==> config.mk <==
export PLATFORM = sky130hd
export DESIGN_NAME = tds_div
export DESIGN_NICKNAME = d
export VERILOG_FILES = /design/src/rtl/tds_div.sv
export SDC_FILE = /design/constraint.sdc
export NUM_CORES = 1
export LEC_CHECK = 0
export ABC_AREA = 1
export BUFFER_PORTS_ARGS = -buffer_cell sky130_fd_sc_hd__buf_2
export CELL_PAD_IN_SITES_DETAIL_PLACEMENT = 1
export CELL_PAD_IN_SITES_GLOBAL_PLACEMENT = 2
export CORE_ASPECT_RATIO = 0.9
export CORE_MARGIN = 2
export CORE_UTILIZATION = 31
export CTS_CLUSTER_SIZE = 14
export DETAILED_ROUTE_END_ITERATION = 8
export PLACE_DENSITY = 0.82
export SLEW_MARGIN = 30
export SYNTH_ARGS = -nofsm -noshare
export SYNTH_HDL_FRONTEND = slang
export SYNTH_SLANG_ARGS = --single-unit
==> constraint.sdc <==
create_clock -name clock -period 4.75 [get_ports clock]
set_clock_uncertainty 0.2 [all_clocks]
set_input_delay 0.95 -clock clock [delete_from_list [all_inputs] [get_ports clock]]
set_output_delay 0.95 -clock clock [all_outputs]
set_load 0.01 [all_outputs]
==> src/rtl/tds_div.sv <==
// Iterative restoring divider, one quotient bit per cycle.
// Standalone; used by trimmed_depth_statistic_top for the mean.
module tds_div #(
   parameter int DW = 33,
   parameter int VW = 13
) (
   input  logic          clock,
   input  logic          reset,
   input  logic          start,
   input  logic [DW-1:0] dividend,
   input  logic [VW-1:0] divisor,
   output logic          done,
   output logic [DW-1:0] quotient
);
   localparam int CNT_W = $clog2(DW + 1);

   logic             run_ff, run_in;
   logic             done_ff, done_in;
   logic [CNT_W-1:0] cnt_ff, cnt_in;
   logic [VW-1:0]    rem_ff, rem_in;
   logic [DW-1:0]    quo_ff, quo_in;
   logic [VW:0]      trial;
   logic             qbit;

   always_comb begin
      trial   = {rem_ff, quo_ff[DW-1]};
      qbit    = trial >= {1'b0, divisor};
      run_in  = run_ff;
      done_in = 1'b0;
      cnt_in  = cnt_ff;
      rem_in  = rem_ff;
      quo_in  = quo_ff;
      if (start) begin
         run_in = 1'b1;
         cnt_in = '0;
         rem_in = '0;
         quo_in = dividend;
      end else if (run_ff) begin
         rem_in = qbit ? VW'(trial - {1'b0, divisor}) : trial[VW-1:0];
         quo_in = {quo_ff[DW-2:0], qbit};
         cnt_in = cnt_ff + CNT_W'(1);
         if (cnt_ff == CNT_W'(DW - 1)) begin
            run_in  = 1'b0;
            done_in = 1'b1;
         end
      end
   end

   always_ff @(posedge clock) begin
      if (reset) begin
         run_ff  <= 1'b0;
         done_ff <= 1'b0;
      end else begin
         run_ff  <= run_in;
         done_ff <= done_in;
      end
      cnt_ff <= cnt_in;
      rem_ff <= rem_in;
      quo_ff <= quo_in;
   end

   assign done     = done_ff;
   assign quotient = quo_ff;

endmodule

==> impl_metrics.csv <==
group,metric,value,unit
run_status,outcome,"complete, no violations",
yosys,ys_types,26,
clock_tree,postCtsSetupBuffers,0,
power,ir_worst_vdd,0.143,mV
floorplan,dieArea,11400,µm²
cells_and_area,drive_gt1_frac,0.209,
floorplan,initial_core_util,0.320,
route,drc,0,
clock_tree,tritoncts,"built",
floorplan,num_rows,35,
yosys,ys_seq_area_frac,0.431,
power,p_per_area,272,nW/µm²
setup_path,slowest_stage,"buf_2",
clock_tree,numCtsBuffers,5,
global_route,antenna_found_initial,0,
clock_tree,clock_path_buffers,2,
setup_path,critPathLaunchType,"primary input",
route,routed_wl,8.61,mm
setup_path,path_cells,"buf_2 -> nor2_1 -> buf_4 -> inv_1 -> buf_4",
yosys,yosys.area.top_type,"edfxtp_1",
floorplan,coreArea,10200,µm²
route,vias,2984,
power,p_sw,276,µW
yosys,synth_warnings,0,
yosys,yosysMostFrequentCell,"nand2_1",
power,internal_power,795,µW
route,drt_first_iter_violations,76,
route,routedWlPerCell,13.0,µm
place,port_buffers,82,
sta,slew_headroom,0.582,
route,via_per_inst,4.51,
sta,setup_viol,0,
sta,drv_slew,0,
setup_path,arrival,2520,ps
yosys,synth.area.top_cells,"edfxtp_1 30%, nand2_1 23%, dfxtp_1 13%",
yosys,synth_common_cells,"203 x nand2_1, 66 x inv_1, 33 x edfxtp_1",
clock_tree,post_cts.resized_instances,0,
setup_path,cpPeakStageDelay,490,ps
floorplan,fp.dieH,102,µm
yosys,ys_ff_latch,54,
yosys,synth_top_area_share,0.303,
sta,finalHoldViolCount,0,
job,max_cap_violations,0,
yosys,synth_cells,454,
cells_and_area,syn_to_final_growth,20.3,%
sta,worstMarginPinSlew,627,ps
cells_and_area,fin_util,0.384,
power,clkPwrFrac,0.324,
clock_tree,cts_root_buffer,"clkbuf_16",
setup_path,cp-end-kind,"flip-flop",
place,place.gp.congestion,0.768,
global_route,grt_usage,0.154,
floorplan,pin_count,83,
yosys,synth_edf_count,33,
cells_and_area,antennaDiodeCount,0,
floorplan,die-width,112,µm
route,drtPass1Iterations,4,
yosys,syn-cell-area,3280,µm²
clock_tree,cts.htree.levels,2,
global_route,overflow,0,
power,swShare,0.257,
global_route,grt_max_degree,38,
setup_path,cpMostUsedCell,"buf_4",
sta,post-route-period-util,0.581,
sta,timing.setup.tns,0,ps
sta,max_freq,0.362,GHz
place,post-dp-hpwl,6.83,mm
yosys,ys.flop_type,"edfxtp_1",
clock_tree,clock-sinks,54,
power,power_frac_seq,0.520,
yosys,synth.net_count,519,
setup_path,worstSetupPathType,"in2reg",
sta,layout_min_cycle_time,2760,ps
cells_and_area,fin_nets,597,
clock_tree,cts.clk_slew.worst_paths,70,ps
power,combPwrFrac,0.156,
power,power_leakage,2.13,nW
clock_tree,clock_latency,290,ps
setup_path,crit_required,4510,ps
yosys,avgSynthCellArea,7.22,µm²
setup_path,crit_fanout,37,
yosys,postSynth.asyncResetShare,0,
route,antenna_left,0,
global_route,grt_pass1_wl,14.3,mm
sta,rsz0062_at_grt,"false",
global_route,grt_pass1_vias,2982,
clock_tree,hold_buffers,0,
min_path,hold_class,"reg2reg",
final timing paths:
path	from	to	slack, ps	cells after the start
worst min register to register	rem_ff[2]	rem_ff[2]	290	2
worst min-delay path	rem_ff[2]	rem_ff[2]	290	2
worst max-delay path	start	quotient[26]	1990	5
worst max register to register	quotient[32]	rem_ff[2]	2400	11
cell families (layout without fill, tap and decap cells):
family                   count (synthesis)  count (layout)  synth area share
buffers and inverters                   87             165             0.104
XOR/XNOR                                 6               6            0.0160
adder cells (fa/ha/maj)                 16              16            0.0634
AO/OA/AOI/OAI                           13              13            0.0233
AND/OR/NAND/NOR                        278             278             0.362
flip-flops                              54              54             0.431
power by group through the flow:
stage	logic (mW)	registers (mW)	clock network, mW
floorplan	0.0814	0.578	0
global placement	0.166	0.567	0
detailed placement	0.170	0.566	0
CTS	0.171	0.557	0.359
global route	0.191	0.561	0.376
finish	0.167	0.557	0.347
final cells by class:
cell class / instances / area (µm²)
inverters: 73 / 274
multi-input cells: 313 / 1520
repair buffers: 85 / 433
fillers: 1332 / 6310
well taps: 129 / 161
flip-flops and latches: 54 / 1410
clock buffers: 6 / 129
clock inverters: 1 / 7.51
worst max-delay path, delay by kind of cell:
family | cells | cell delay (ps)
buf+inv | 4 | 1460
simple gates | 1 | 80
registers in the layout (all words and copies together) (netlist names):
| signal | flops |
|---|---|
| rem_ff | 13 |
| run_ff | 1 |
| quotient | 33 |
| done | 1 |
| cnt_ff | 6 |
placed cells by master (no fill, tap or decap), drive strengths merged:
master	count
a21oi	7
buf	85
clkbuf	6
clkinvlp	1
dfxtp	21
edfxtp	33
fa	1
ha	15
inv	73
nand2	207
nand3	33
nand4	17
nor2	17
nor3	4
o21ai	6
xnor2	3
xor2	3
metrics by stage:
step / total power, mW / cells / area [µm²] / hold slack [ps] / setup slack (ps)
floorplan: 0.660 / 454 / 3280 / 245 / 2140
global placement: 0.733 / 654 / 3800 / 286 / 1700
detailed placement: 0.736 / 654 / 3800 / 282 / 1660
CTS: 1.09 / 661 / 3940 / 297 / 1950
global route: 1.13 / 661 / 3940 / 308 / 1760
finish: 1.07 / 661 / 3940 / 292 / 1990
layer usage:
layer | global-route usage | vias to the layer above | wire length (µm)
met5 | 0 | - | 0
met4 | 0.0281 | 0 | 60
met3 | 0.0311 | 4 | 332
met2 | 0.244 | 44 | 3720
met1 | 0.223 | 1367 | 4490
li1 | - | 1569 | -
(Power assumes the default switching activity.)
